### config.mk
export PLATFORM = sky130hd
export DESIGN_NAME = valid_bit_slot_table
export DESIGN_NICKNAME = d
export VERILOG_FILES = /design/src/vbst_pkg.sv /design/src/valid_bit_slot_table.sv /design/src/vbst_ctrl.sv /design/src/vbst_datapath.sv
export SDC_FILE = /design/constraint.sdc
export NUM_CORES = 2
export LEC_CHECK = 0
export BUFFER_PORTS_ARGS = -buffer_cell sky130_fd_sc_hd__buf_2
export CORE_ASPECT_RATIO = 1.25
export CORE_MARGIN = 4
export CORE_UTILIZATION = 49
export CTS_BUF_LIST = sky130_fd_sc_hd__clkbuf_16
export CTS_CLUSTER_SIZE = 10
export DETAILED_ROUTE_END_ITERATION = 6
export PLACE_DENSITY = 0.63
export SLEW_MARGIN = 20
export SYNTH_ARGS = -nofsm -noshare
export SYNTH_HDL_FRONTEND = slang
export SYNTH_SLANG_ARGS = --single-unit
### constraint.sdc
create_clock -name clock -period 7.02 [get_ports clock]
set_clock_uncertainty 0.05 [all_clocks]
set_input_delay 1.404 -clock clock [delete_from_list [all_inputs] [get_ports clock]]
set_output_delay 1.404 -clock clock [all_outputs]
set_load 0.01 [all_outputs]
### src/vbst_pkg.sv
// Shared types and constants for the valid-bit slot table.
// Holds the beat layouts, operation and status codes, FSM states and the
// command/status structs between controller and datapath. No dependencies.
`default_nettype none

package vbst_pkg;

   // Configuration register width.
   localparam int CSR_W = 6;

   // Request beat layout: tuser carries op, tdata the remaining fields.
   localparam int OP_W          = 2;
   localparam int SEL_W         = 5;
   localparam int EDATA_W       = 32;
   localparam int ESIZE_W       = 16;
   localparam int REQ_SEL_LSB   = 0;
   localparam int REQ_DATA_LSB  = REQ_SEL_LSB + SEL_W;
   localparam int REQ_SIZE_LSB  = REQ_DATA_LSB + EDATA_W;
   localparam int REQ_TDATA_W   = 56;

   // Response beat layout: tuser carries status, tdata the remaining fields.
   localparam int STATUS_W      = 2;
   localparam int CNT_FIELD_W   = 6;
   localparam int RSP_SLOT_LSB  = 0;
   localparam int RSP_DATA_LSB  = RSP_SLOT_LSB + SEL_W;
   localparam int RSP_SIZE_LSB  = RSP_DATA_LSB + EDATA_W;
   localparam int RSP_CNT_LSB   = RSP_SIZE_LSB + ESIZE_W;
   localparam int RSP_PAD_W     = 5;
   localparam int RSP_TDATA_W   = 64;

   // Largest count a response can report (the slot limit never exceeds 32).
   localparam int MAX_COUNT     = 32;

   // The scan walker examines this many slots per cycle.
   localparam int CHUNK         = 8;
   localparam int CHUNK_POS_W   = 3;
   localparam int CHUNK_CNT_W   = 4;

   typedef enum logic [OP_W-1:0] {
      OP_APPEND = 2'd0,
      OP_REMOVE = 2'd1,
      OP_GET    = 2'd2
   } op_type;

   typedef enum logic [STATUS_W-1:0] {
      STAT_OK    = 2'd0,
      STAT_FULL  = 2'd1,
      STAT_RANGE = 2'd2,
      STAT_EMPTY = 2'd3
   } status_type;

   typedef enum logic [1:0] {
      S_IDLE,
      S_SCAN,
      S_FINISH
   } state_type;

   // Controller to datapath.
   typedef struct packed {
      logic load;    // capture the request beat and arm the scan
      logic scan;    // examine one chunk of the slot vector
      logic finish;  // commit the operation and load the response register
   } vbst_cmd_type;

   // Datapath to controller.
   typedef struct packed {
      logic need_scan;  // the incoming beat needs a walk over the slots
      logic found;      // the current chunk holds the wanted slot
      logic last;       // the current chunk is the final one
      logic out_free;   // the response register can take a new result
   } vbst_stat_type;

endpackage

`default_nettype wire

### src/valid_bit_slot_table.sv
// Valid-bit slot table: a table of SLOTS entries, each with a valid bit, a
// data word and a size word, plus a count of valid entries. Each request beat
// (append, remove or get) yields exactly one response beat. Remove and the
// unused op code skip the walk and go straight to the finish state. Append
// and get walk the valid-bit vector eight slots per cycle; the entry memory
// read overlaps the last step of the walk. A get whose rank is not below the
// count skips the walk too. A new request may be accepted while a finished
// response waits; that request's response waits for the earlier one to be
// taken. Valid bits clear in the reset cycle; no clearing pass is run.
// Depends on vbst_pkg, vbst_ctrl and vbst_datapath.
`default_nettype none

module valid_bit_slot_table
   import vbst_pkg::*;
#(
   parameter int SLOTS      = 32,
   parameter int DATA_WIDTH = 32
) (
   input  logic                   clock,
   input  logic                   reset,
   // Configuration: slots_in_use.
   input  logic                   csr_wen,
   input  logic [CSR_W-1:0]       csr_wdata,
   // Request channel.
   input  logic                   req_tvalid,
   output logic                   req_tready,
   input  logic [OP_W-1:0]        req_tuser,  // op
   input  logic [REQ_TDATA_W-1:0] req_tdata,  // slot_or_rank, entry_data, entry_size
   // Response channel.
   output logic                   rsp_tvalid,
   input  logic                   rsp_tready,
   output logic [STATUS_W-1:0]    rsp_tuser,  // status
   output logic [RSP_TDATA_W-1:0] rsp_tdata   // slot, found_data, found_size, entry_count
);

   vbst_cmd_type  cmd;
   vbst_stat_type stat;

   vbst_ctrl u_ctrl (
      .clock      (clock),
      .reset      (reset),
      .req_tvalid (req_tvalid),
      .req_tready (req_tready),
      .stat       (stat),
      .cmd        (cmd)
   );

   vbst_datapath #(
      .SLOTS      (SLOTS),
      .DATA_WIDTH (DATA_WIDTH)
   ) u_datapath (
      .clock      (clock),
      .reset      (reset),
      .csr_wen    (csr_wen),
      .csr_wdata  (csr_wdata),
      .req_tuser  (req_tuser),
      .req_tdata  (req_tdata),
      .rsp_tvalid (rsp_tvalid),
      .rsp_tready (rsp_tready),
      .rsp_tuser  (rsp_tuser),
      .rsp_tdata  (rsp_tdata),
      .cmd        (cmd),
      .stat       (stat)
   );

endmodule

`default_nettype wire

### src/vbst_ctrl.sv
// Controller state machine for the valid-bit slot table.
// Depends on vbst_pkg for the state type and the command/status structs.
`default_nettype none

module vbst_ctrl
   import vbst_pkg::*;
(
   input  logic          clock,
   input  logic          reset,
   input  logic          req_tvalid,
   output logic          req_tready,
   input  vbst_stat_type stat,
   output vbst_cmd_type  cmd
);

   state_type state_ff;
   state_type state_in;

   // State register.
   always_ff @(posedge clock) begin
      if (reset) begin
         state_ff <= S_IDLE;
      end else begin
         state_ff <= state_in;
      end
   end

   // Next state and commands.
   always_comb begin
      state_in   = state_ff;
      cmd        = '0;
      req_tready = 1'b0;
      case (state_ff)
         S_IDLE: begin
            req_tready = 1'b1;
            if (req_tvalid) begin
               cmd.load = 1'b1;
               state_in = stat.need_scan ? S_SCAN : S_FINISH;
            end
         end
         S_SCAN: begin
            cmd.scan = 1'b1;
            if (stat.found || stat.last) begin
               state_in = S_FINISH;
            end
         end
         S_FINISH: begin
            // Wait until the previous result has been taken.
            if (stat.out_free) begin
               cmd.finish = 1'b1;
               state_in   = S_IDLE;
            end
         end
         default: begin
            state_in = S_IDLE;
         end
      endcase
   end

endmodule

`default_nettype wire

### src/vbst_datapath.sv
// Datapath of the valid-bit slot table: request capture, valid bits, entry
// count, chunked rank-select walker, data/size memories and response register.
// Depends on vbst_pkg for codes, beat layout and the command/status structs.
`default_nettype none

module vbst_datapath
   import vbst_pkg::*;
#(
   parameter int SLOTS      = 32,
   parameter int DATA_WIDTH = 32
) (
   input  logic                   clock,
   input  logic                   reset,
   input  logic                   csr_wen,
   input  logic [CSR_W-1:0]       csr_wdata,
   input  logic [OP_W-1:0]        req_tuser,
   input  logic [REQ_TDATA_W-1:0] req_tdata,
   output logic                   rsp_tvalid,
   input  logic                   rsp_tready,
   output logic [STATUS_W-1:0]    rsp_tuser,
   output logic [RSP_TDATA_W-1:0] rsp_tdata,
   input  vbst_cmd_type           cmd,
   output vbst_stat_type          stat
);

   localparam int IW   = (SLOTS > 1) ? $clog2(SLOTS) : 1;
   localparam int CW   = $clog2(SLOTS + 1);
   localparam int LW   = (CW > CSR_W) ? CW : CSR_W;
   localparam int RW   = (CW > CHUNK_CNT_W) ? CW : CHUNK_CNT_W;
   localparam int NCH  = (SLOTS + CHUNK - 1) / CHUNK;
   localparam int CHW  = (NCH > 1) ? $clog2(NCH) : 1;
   localparam int PADW = NCH * CHUNK;

   // Configuration and slot limit.
   logic [CSR_W-1:0]      slots_in_use_ff;
   logic [CW-1:0]         lim;

   // Captured request.
   op_type                op_ff;
   logic [SEL_W-1:0]      sel_ff;
   logic [DATA_WIDTH-1:0] wdata_ff;
   logic [ESIZE_W-1:0]    wsize_ff;
   op_type                req_op;
   logic [SEL_W-1:0]      req_sel;

   // Table state.
   logic [SLOTS-1:0]      valid_ff;
   logic [CW-1:0]         cnt_ff;
   logic [DATA_WIDTH-1:0] data_mem [SLOTS];
   logic [ESIZE_W-1:0]    size_mem [SLOTS];
   logic [DATA_WIDTH-1:0] rd_data_ff;
   logic [ESIZE_W-1:0]    rd_size_ff;

   // Scan walker.
   logic [PADW-1:0]        vec_pad;
   logic [CHUNK-1:0]       chunk_bits;
   logic [CHUNK_CNT_W-1:0] chunk_pop;
   logic [CHUNK_CNT_W-1:0] seen_cnt;
   logic [CHUNK_POS_W-1:0] hit_pos;
   logic                   hit;
   logic [IW-1:0]          scan_slot;
   logic [CHW-1:0]         chunk_ff;
   logic [CW-1:0]          rem_ff;
   logic                   found_ff;
   logic [IW-1:0]          slot_ff;

   // Commit and result.
   logic [IW-1:0]         sel_idx;
   logic                  set_valid;
   logic                  clr_valid;
   logic [CW-1:0]         cnt_next;
   status_type            res_status;
   logic [SEL_W-1:0]      res_slot;
   logic [EDATA_W-1:0]    res_data;
   logic [ESIZE_W-1:0]    res_size;
   logic                  rsp_valid_ff;
   logic [STATUS_W-1:0]   rsp_user_ff;
   logic [RSP_TDATA_W-1:0] rsp_data_ff;

   assign req_op  = op_type'(req_tuser);
   assign req_sel = req_tdata[REQ_SEL_LSB +: SEL_W];

   // Configuration register.
   always_ff @(posedge clock) begin
      if (reset) begin
         slots_in_use_ff <= CSR_W'(MAX_COUNT);
      end else if (csr_wen) begin
         slots_in_use_ff <= csr_wdata;
      end
   end

   // The limit saturates at the table size.
   always_comb begin
      if (LW'(slots_in_use_ff) > LW'(SLOTS)) begin
         lim = CW'(SLOTS);
      end else begin
         lim = CW'(slots_in_use_ff);
      end
   end

   // Request capture.
   always_ff @(posedge clock) begin
      if (cmd.load) begin
         op_ff    <= req_op;
         sel_ff   <= req_sel;
         wdata_ff <= DATA_WIDTH'(req_tdata[REQ_DATA_LSB +: EDATA_W]);
         wsize_ff <= req_tdata[REQ_SIZE_LSB +: ESIZE_W];
      end
   end

   // Append searches free slots below the limit, get searches valid slots.
   always_comb begin
      vec_pad = '0;
      for (int i = 0; i < SLOTS; i++) begin
         if (op_ff == OP_APPEND) begin
            vec_pad[i] = !valid_ff[i] && (CW'(i) < lim);
         end else begin
            vec_pad[i] = valid_ff[i];
         end
      end
   end

   // One chunk per cycle: count its set bits and locate the wanted one.
   assign chunk_bits = vec_pad[{chunk_ff, {CHUNK_POS_W{1'b0}}} +: CHUNK];
   assign chunk_pop  = CHUNK_CNT_W'($countones(chunk_bits));

   always_comb begin
      seen_cnt = '0;
      hit_pos  = '0;
      hit      = 1'b0;
      for (int i = 0; i < CHUNK; i++) begin
         if (chunk_bits[i]) begin
            if (!hit && (RW'(seen_cnt) == RW'(rem_ff))) begin
               hit     = 1'b1;
               hit_pos = CHUNK_POS_W'(i);
            end
            seen_cnt = seen_cnt + 1'b1;
         end
      end
   end

   assign scan_slot = IW'({chunk_ff, hit_pos});

   // Walker registers.
   always_ff @(posedge clock) begin
      if (reset) begin
         found_ff <= 1'b0;
         chunk_ff <= '0;
      end else if (cmd.load) begin
         found_ff <= 1'b0;
         chunk_ff <= '0;
         rem_ff   <= (req_op == OP_GET) ? CW'(req_sel) : '0;
      end else if (cmd.scan) begin
         if (hit) begin
            found_ff <= 1'b1;
            slot_ff  <= scan_slot;
         end else begin
            rem_ff   <= CW'(RW'(rem_ff) - RW'(chunk_pop));
            chunk_ff <= chunk_ff + 1'b1;
         end
      end
   end

   // Entry memories: read during the scan, written when an append commits.
   always_ff @(posedge clock) begin
      if (cmd.scan) begin
         rd_data_ff <= data_mem[scan_slot];
         rd_size_ff <= size_mem[scan_slot];
      end
      if (cmd.finish && set_valid) begin
         data_mem[slot_ff] <= wdata_ff;
         size_mem[slot_ff] <= wsize_ff;
      end
   end

   // Outcome of the captured operation.
   assign sel_idx = IW'(sel_ff);

   always_comb begin
      res_status = STAT_RANGE;
      res_slot   = '0;
      res_data   = '0;
      res_size   = '0;
      set_valid  = 1'b0;
      clr_valid  = 1'b0;
      case (op_ff)
         OP_APPEND: begin
            if (found_ff) begin
               res_status = STAT_OK;
               res_slot   = SEL_W'(slot_ff);
               set_valid  = 1'b1;
            end else begin
               res_status = STAT_FULL;
            end
         end
         OP_REMOVE: begin
            res_slot = sel_ff;
            if (LW'(sel_ff) >= LW'(lim)) begin
               res_status = STAT_RANGE;
            end else if (!valid_ff[sel_idx]) begin
               res_status = STAT_EMPTY;
            end else begin
               res_status = STAT_OK;
               clr_valid  = 1'b1;
            end
         end
         OP_GET: begin
            if (found_ff) begin
               res_status = STAT_OK;
               res_slot   = SEL_W'(slot_ff);
               res_data   = EDATA_W'(rd_data_ff);
               res_size   = rd_size_ff;
            end
         end
         default: begin
            res_status = STAT_RANGE;
         end
      endcase
   end

   always_comb begin
      cnt_next = cnt_ff;
      if (set_valid) begin
         cnt_next = cnt_ff + 1'b1;
      end else if (clr_valid) begin
         cnt_next = cnt_ff - 1'b1;
      end
   end

   // Valid bits and entry count.
   always_ff @(posedge clock) begin
      if (reset) begin
         valid_ff <= '0;
         cnt_ff   <= '0;
      end else if (cmd.finish) begin
         if (set_valid) begin
            valid_ff[slot_ff] <= 1'b1;
         end
         if (clr_valid) begin
            valid_ff[sel_idx] <= 1'b0;
         end
         cnt_ff <= cnt_next;
      end
   end

   // Response register.
   always_ff @(posedge clock) begin
      if (reset) begin
         rsp_valid_ff <= 1'b0;
      end else if (cmd.finish) begin
         rsp_valid_ff <= 1'b1;
      end else if (rsp_tready) begin
         rsp_valid_ff <= 1'b0;
      end
   end

   always_ff @(posedge clock) begin
      if (cmd.finish) begin
         rsp_user_ff <= res_status;
         rsp_data_ff <= {{RSP_PAD_W{1'b0}}, CNT_FIELD_W'(cnt_next), res_size, res_data,
                         res_slot};
      end
   end

   assign rsp_tvalid = rsp_valid_ff;
   assign rsp_tuser  = rsp_user_ff;
   assign rsp_tdata  = rsp_data_ff;

   // Status toward the controller.
   assign stat.need_scan = (req_op == OP_APPEND) ||
                           ((req_op == OP_GET) && (LW'(req_sel) < LW'(cnt_ff)));
   assign stat.found     = hit;
   assign stat.last      = (chunk_ff == CHW'(NCH - 1));
   assign stat.out_free  = !rsp_valid_ff || rsp_tready;

endmodule

`default_nettype wire

### After elaboration in Yosys (flattened, before gate mapping)

Memories as Yosys holds them, arrays and structs flattened. A register that Yosys moved wholly into a read port is not among the register bits.
Cells that the tools add are included.

* register bits after elaboration: 177
* RAM bits: 1536
* input bits: 69
* output and inout port bits: 68
* word-level logic and storage cells: 311
* memories kept: 2

* add/sub/neg operators: 17
* magnitude comparators: 39
* equality and inequality tests: 17
* shift operators: 1
* mux-type cells: 113
* bitwise gates (word level): 6
* reductions and logical operators: 100

Memories
* u_datapath.data_mem: words 32, bits a word 32, rd ports 1, clocked after memory_dff 1, write ports 1, line vbst_datapath.sv:49 `logic [DATA_WIDTH-1:0] data_mem [SLOTS];`
* u_datapath.size_mem: words 32, bits a word 16, rd ports 1, clocked after memory_dff 1, write ports 1, line vbst_datapath.sv:50 `logic [ESIZE_W-1:0] size_mem [SLOTS];`

Operators by type and width (number)
* $mux 32: 4
* $lt 5x6->1 const A: 16
* $mux 1: 69
* $lt 4x6->1 const A: 8
* $logic_and 1x1->1: 43
* $logic_not 1->1: 40
* $mux 3: 13
* $eq 4x6->1: 6
* $mux 6: 6
* $and 32x32->32: 1
* $not 32->32: 1
* $or 32x32->32: 1
* $shiftx 32x6->8: 1
* $lt 3x6->1 const A: 4
* $mux 4: 6
* $add 4x1->4 const B: 5
* $mux 2: 7
* $add 4x4->4: 3
* $lt 1x6->1 const A: 2
* $lt 2x6->1 const A: 2
* $lt 5x6->1 const B: 2
* $pmux 2 s3: 2
* $demux 1 s5: 2
* $ge 5x1->1 const B: 2
* 26 further kinds: 47

### Depth between registers and ports, before layout

* depth in word-level cells: 38
* depth in mapped cells: 39
* depth with buffers taken out: 28

### By module

A second synthesis with hierarchy kept.

* cell total of the unflattened synthesis: 4369
* area total of the unflattened synthesis: 68479.4 um^2

By module, submodules not included
* vbst_datapath: instances 1, cells each 4354, area each 68341.8 um^2, sequential area each 52340.2 um^2
* vbst_ctrl: instances 1, cells each 15, area each 137.6 um^2, sequential area each 40.0 um^2

### Worst setup path before layout

Ideal clock, no wire load.

* kind: reg2reg
* start: register u_datapath.op_ff[1]
* end: register u_datapath.rd_data_ff[15] (read register of u_datapath.data_mem), data pin
* library setup time: 272 ps
* arrival time: 6967 ps
* data required time: 6698 ps
* slack: -269 ps
* stages on the path, launching flop included: 32
* buffers on the path: 8
* clock period less this slack: 7289 ps
* cell sequence: edfxtp_1 > buf_2 > or2_1 > buf_4 > buf_6 > clkbuf_1 > a211o_1 > a32oi_1 > inv_1 > ha_1 > buf_1 > xnor2_1 > ha_1 > nor3_1 > a31oi_1 > ha_1 > mux2_2 > ha_1 > and2_1 > a221o_1 > xor2_1 > or4_4 > nor2_2 > a31oi_2 > o21a_1 > buf_4 > inv_2 > buf_4 > buf_2 > mux2i_1 > a221oi_1 > or4_1

* longest elaborated chain between the ends: 32

RTL lines
* from (decl): line vbst_datapath.sv:39 `op_type op_ff;`
* from (signal assigned): line vbst_datapath.sv:104 `op_ff <= req_op;`
* $logic_not 2->1 (*): line vbst_datapath.sv:115 `if (op_ff == OP_APPEND) begin`
* $mux 1: line vbst_datapath.sv:115
* $shiftx 32x6->8 (*): line vbst_datapath.sv:124 `assign chunk_bits = vec_pad[{chunk_ff, {CHUNK_POS_W{1'b0}}} +: CHUNK];`
* parallel branches: the longest is 28 deep, another holds $add 4x1->4
* $mux 3 (*): line vbst_datapath.sv:132 `if (chunk_bits[i]) begin`
* to (decl): line vbst_datapath.sv:51 `logic [DATA_WIDTH-1:0] rd_data_ff;`

Every way passes the cells marked *.
A chain may end at the register's enable or synchronous reset.

### Worst setup path after layout

* start: register u_datapath.op_ff[0]
* end: register u_datapath.rd_size_ff[7] (read register of u_datapath.size_mem), data pin

* longest elaborated chain between the ends: 32

RTL lines
* $logic_not 2->1 (*): line vbst_datapath.sv:115
* $mux 1: line vbst_datapath.sv:115
* $shiftx 32x6->8 (*): line vbst_datapath.sv:124
* parallel branches: the longest is 28 deep, another holds $add 4x1->4
* $mux 3 (*): line vbst_datapath.sv:132
* to (decl): line vbst_datapath.sv:52 `logic [ESIZE_W-1:0] rd_size_ff;`

Marked as above.

==> out/results.txt <==
result of the run - finished clean
critical register-to-register path endpoint - u_datapath.rd_size_ff[7]$_DFFE_PP_
Layout fillers - 10400
Yosys warning count - 0
maximum fanout along the worst path - 7
ratio of final minimum period to clock period - 99.4%
Post-synth ARST share - 0%
FMAX - 143 MHz
Chip Height - 424 um
dpl ws - -231 ps
fraction of layout cells with a size suffix above 1 - 19.1%
number of buffers added by the clock tree synthesis step - 196
nature of the critical path endpoint - flip-flop
Detailed Place HPWL - 106000 um
distinct cell type count of the synthesized netlist - 89
kind of start point of the critical path - flip-flop
combined global-route utilization of all metal layers - 27.7%
biggest cell delay along the critical path - 550 ps
Clock Sink Count - 1761
core occupancy in the finished layout - 57.9%
synth-to-layout area growth - 17.4%
antenna violations before repair - 9
Mapped Avg Cell Area - 16.7 um2
sum of internal, switching and leakage power - 23100 uW
worst-case setup margin in the final layout - 45.1 ps
Die Footprint - 144000 um2
post-CTS clock slew at the launch and capture registers of the worst setup and hold paths - 60 ps
register area - 52400 um2
total number of H-tree levels - 4
deepest clock path buffer count - 3
total of max-cap violations - 0
#FFs+latches synth - 1761
data arrival time at the worst-slack endpoint - 7480 ps
netlist area before placement - 67800 um2
root buffer cell - sky130_fd_sc_hd__clkbuf_16
Final nets - 4518
global-route wire length before repair - 289000 um
maximum number of pins on one net before global-route repair - 58
minimum setup slack among reg-to-reg paths - 50 ps
core area - 137000 um2
Final Hold Fails - 0
Post-CTS Hold Fix Bufs - 0
required time reported for the critical path endpoint - 7530 ps
final worst path period need - 6970 ps
instance count of the mapped netlist - 4052
worst hold endpoint - u_datapath.cnt_ff[1]$_SDFFE_PP0P_
Initial Utilization - 49.3%
FP Rows - 152
WHS - 430 ps
detailed-route wire length - 207000 um
total via count in the routed design - 41600
Post-synth top flop - sky130_fd_sc_hd__edfxtp_1
Crit Path Class - flip-flop to flip-flop
P per Cell Area - 290 nW/um2
timing startpoint of the critical path - u_datapath.op_ff[0]$_DFFE_PP_
setup repair after global routing missed its margin - yes
First DRT Iteration DRCs - 5434
via count of the first global-routing pass - 40900
leakage power - 0.0255 uW
classification of the worst-slack hold path - flip-flop to flip-flop
worst slew slack as a fraction of its limit - 22.7%
Crit-path slowest cell - sky130_fd_sc_hd__mux4_2
area of the multi-input gates - 14900 um2
clock latency of the later-clocked register in the worst-skew pair - 820 ps
final routed wire length divided by cell count - 32.8 um
number of optimization iterations in the first detailed-route pass - 5
count of unresolved DRC violations after routing - 0
vias per inst - 6.59
Hold Startpoint - u_datapath.cnt_ff[1]$_SDFFE_PP0P_
worst reg2reg path startpoint - u_datapath.op_ff[0]$_DFFE_PP_
buffers added on ports - 128
count of cells along the worst hold path - 2
ANT nets after route - 0
number of synthesized flops with an enable pin - 1711
portion of the post-synthesis area used by sequential elements - 77.3%
total overflow reported by the global router - 0
FF-to-FF path depth - 30
IR drop worst, VDD - 0.000276 V
I/O pin count - 137
most used cell, CP - sky130_fd_sc_hd__ha_1
slew at the pin closest to its max-slew limit - 1160 ps
weighted congestion reported at the end of routability-driven placement - 0.869
final number of max-transition violations - 0
CTS tree - yes
floorplan die width - 341 um
final number of setup-violating endpoints - 0
==> cell usage after synthesis (12+ instances only) <==
library cell / instances / area share, %
sky130_fd_sc_hd__a32o_1: 59 / 0.87
sky130_fd_sc_hd__nand2_1: 326 / 1.8
sky130_fd_sc_hd__or3_1: 53 / 0.49
sky130_fd_sc_hd__a311oi_1: 17 / 0.22
sky130_fd_sc_hd__nor3_1: 58 / 0.43
sky130_fd_sc_hd__nand3_1: 35 / 0.26
sky130_fd_sc_hd__nor2_1: 79 / 0.44
sky130_fd_sc_hd__a221oi_1: 69 / 0.89
sky130_fd_sc_hd__nor2b_1: 13 / 0.12
sky130_fd_sc_hd__and3_1: 57 / 0.53
sky130_fd_sc_hd__o211ai_1: 25 / 0.28
sky130_fd_sc_hd__a211oi_1: 57 / 0.63
sky130_fd_sc_hd__xnor2_1: 21 / 0.27
sky130_fd_sc_hd__dfxtp_1: 50 / 1.5
sky130_fd_sc_hd__inv_1: 32 / 0.18
sky130_fd_sc_hd__o31ai_1: 21 / 0.23
sky130_fd_sc_hd__a221o_1: 16 / 0.24
sky130_fd_sc_hd__or4_1: 28 / 0.31
sky130_fd_sc_hd__buf_6: 12 / 0.20
sky130_fd_sc_hd__o221ai_1: 345 / 4.5
sky130_fd_sc_hd__mux2i_1: 153 / 2.3
sky130_fd_sc_hd__o21ai_0: 104 / 0.77
sky130_fd_sc_hd__o22ai_1: 61 / 0.56
sky130_fd_sc_hd__clkbuf_1: 201 / 1.1
sky130_fd_sc_hd__a21oi_1: 102 / 0.75
sky130_fd_sc_hd__buf_2: 48 / 0.35
sky130_fd_sc_hd__nand2b_1: 16 / 0.15
sky130_fd_sc_hd__edfxtp_1: 1711 / 76
sky130_fd_sc_hd__ha_1: 29 / 0.54
sky130_fd_sc_hd__a311o_1: 22 / 0.32
sky130_fd_sc_hd__buf_4: 25 / 0.28
sky130_fd_sc_hd__a31oi_1: 20 / 0.18
sky130_fd_sc_hd__a211o_1: 24 / 0.31
==> critical path: cells and delay by family, from the launching register on <==
family / cells / cell delay [ps]
compound gates: 7 / 1320
xor+xnor: 1 / 130
fa+ha+maj: 5 / 1360
buf+inv: 6 / 810
flops: 1 / 430
mux: 3 / 1010
simple gates: 8 / 1650
==> cells in the final DEF, fill, tap and decap left out, types with 61 or more instances in the layout <==
cell type                   netlist  layout
sky130_fd_sc_hd__buf_2           48     128
sky130_fd_sc_hd__o21ai_0        104     103
sky130_fd_sc_hd__mux2i_1        153     153
sky130_fd_sc_hd__o221ai_1       345     316
sky130_fd_sc_hd__clkbuf_16        0     206
sky130_fd_sc_hd__o22ai_1         61      61
sky130_fd_sc_hd__a21oi_1        102      98
sky130_fd_sc_hd__buf_4           25     219
sky130_fd_sc_hd__nand2_1        326     324
sky130_fd_sc_hd__buf_12           0      69
sky130_fd_sc_hd__edfxtp_1      1711    1711
==> cell families after synthesis <==
kind of cell	synth area share, %
buf+inv	2.20
flops	77.3
xor+xnor	0.524
mux	2.58
simple gates	5.07
fa+ha+maj	0.683
other cells	0.00553
compound gates	11.6
==> how the worst max path moves through the flow <==
stage	end	slack, ps	cells past startpoint
finish	u_datapath.rd_size_ff[7]$_DFFE_PP_	50	30
global route	u_datapath.rd_data_ff[29]$_DFFE_PP_	-190	30
CTS	u_datapath.rd_size_ff[6]$_DFFE_PP_	10	31
detailed placement	u_datapath.rd_data_ff[28]$_DFFE_PP_	-230	29
global placement	u_datapath.rd_data_ff[28]$_DFFE_PP_	-160	29
floorplan	u_datapath.rd_data_ff[26]$_DFFE_PP_	10	34
==> through the flow <==
stage          TNS, ps  cells  instance area (um2)
4_1_cts              0   6272                78400
6_report             0   6316                79500
2_1_floorplan        0   4056                67800
3_5_place_dp     -4610   6023                72800
5_1_grt          -5060   6313                79500
3_3_place_gp     -2300   6023                72800
==> flip-flops by register name (all words and copies together), names as in the netlist <==
register                    cells
u_ctrl.state_ff                 2
u_datapath.slots_in_use_ff      6
u_datapath.valid_ff            32
u_datapath.rd_size_ff          16
u_datapath.rsp_tvalid           1
u_datapath.rem_ff               6
u_datapath.rsp_tdata           59
u_datapath.chunk_ff             2
u_datapath.rd_data_ff          32
u_datapath.cnt_ff               6
u_datapath.found_ff             1
u_datapath.data_mem          1024
u_datapath.wsize_ff            16
u_datapath.wdata_ff            32
u_datapath.rsp_tuser            2
u_datapath.op_ff                2
u_datapath.size_mem           512
u_datapath.sel_ff               5
u_datapath.slot_ff              5
==> per-layer routing <==
metal / share of wire [%] / global-route usage [%]
met5: 0.0063 / 0
met4: 4.0 / 9.60
met3: 9.5 / 4.72
met2: 50 / 47.4
met1: 37 / 36.0
==> area by class of cell <==
class	count	area share, %
antenna	5	0.0157
clock buffer	198	6.23
clock inverter	48	0.566
inverter	37	0.214
multi-input combinational	1963	18.7
sequential	1761	65.9
tap	1848	2.91
timing repair buffer	454	5.46
timing repair inverter	2	0.0283
==> timing repair <==
action / 4_1_cts / 5_1_grt
gates cloned: 3 / 12
buffers inserted: 0 / 29
endpoints found under the setup margin: 47 / 55
gates resized for setup: 17 / 127
pin swaps: 0 / 41
==> report_power, final <==
part / switching (uW) / leakage, uW / internal [uW]
sequential: 268 / 0.0159 / 11800
clock: 3910 / 0.00274 / 5040
combinational: 1210 / 0.00692 / 854
Note: power is estimated with default switching activity, not from simulation.
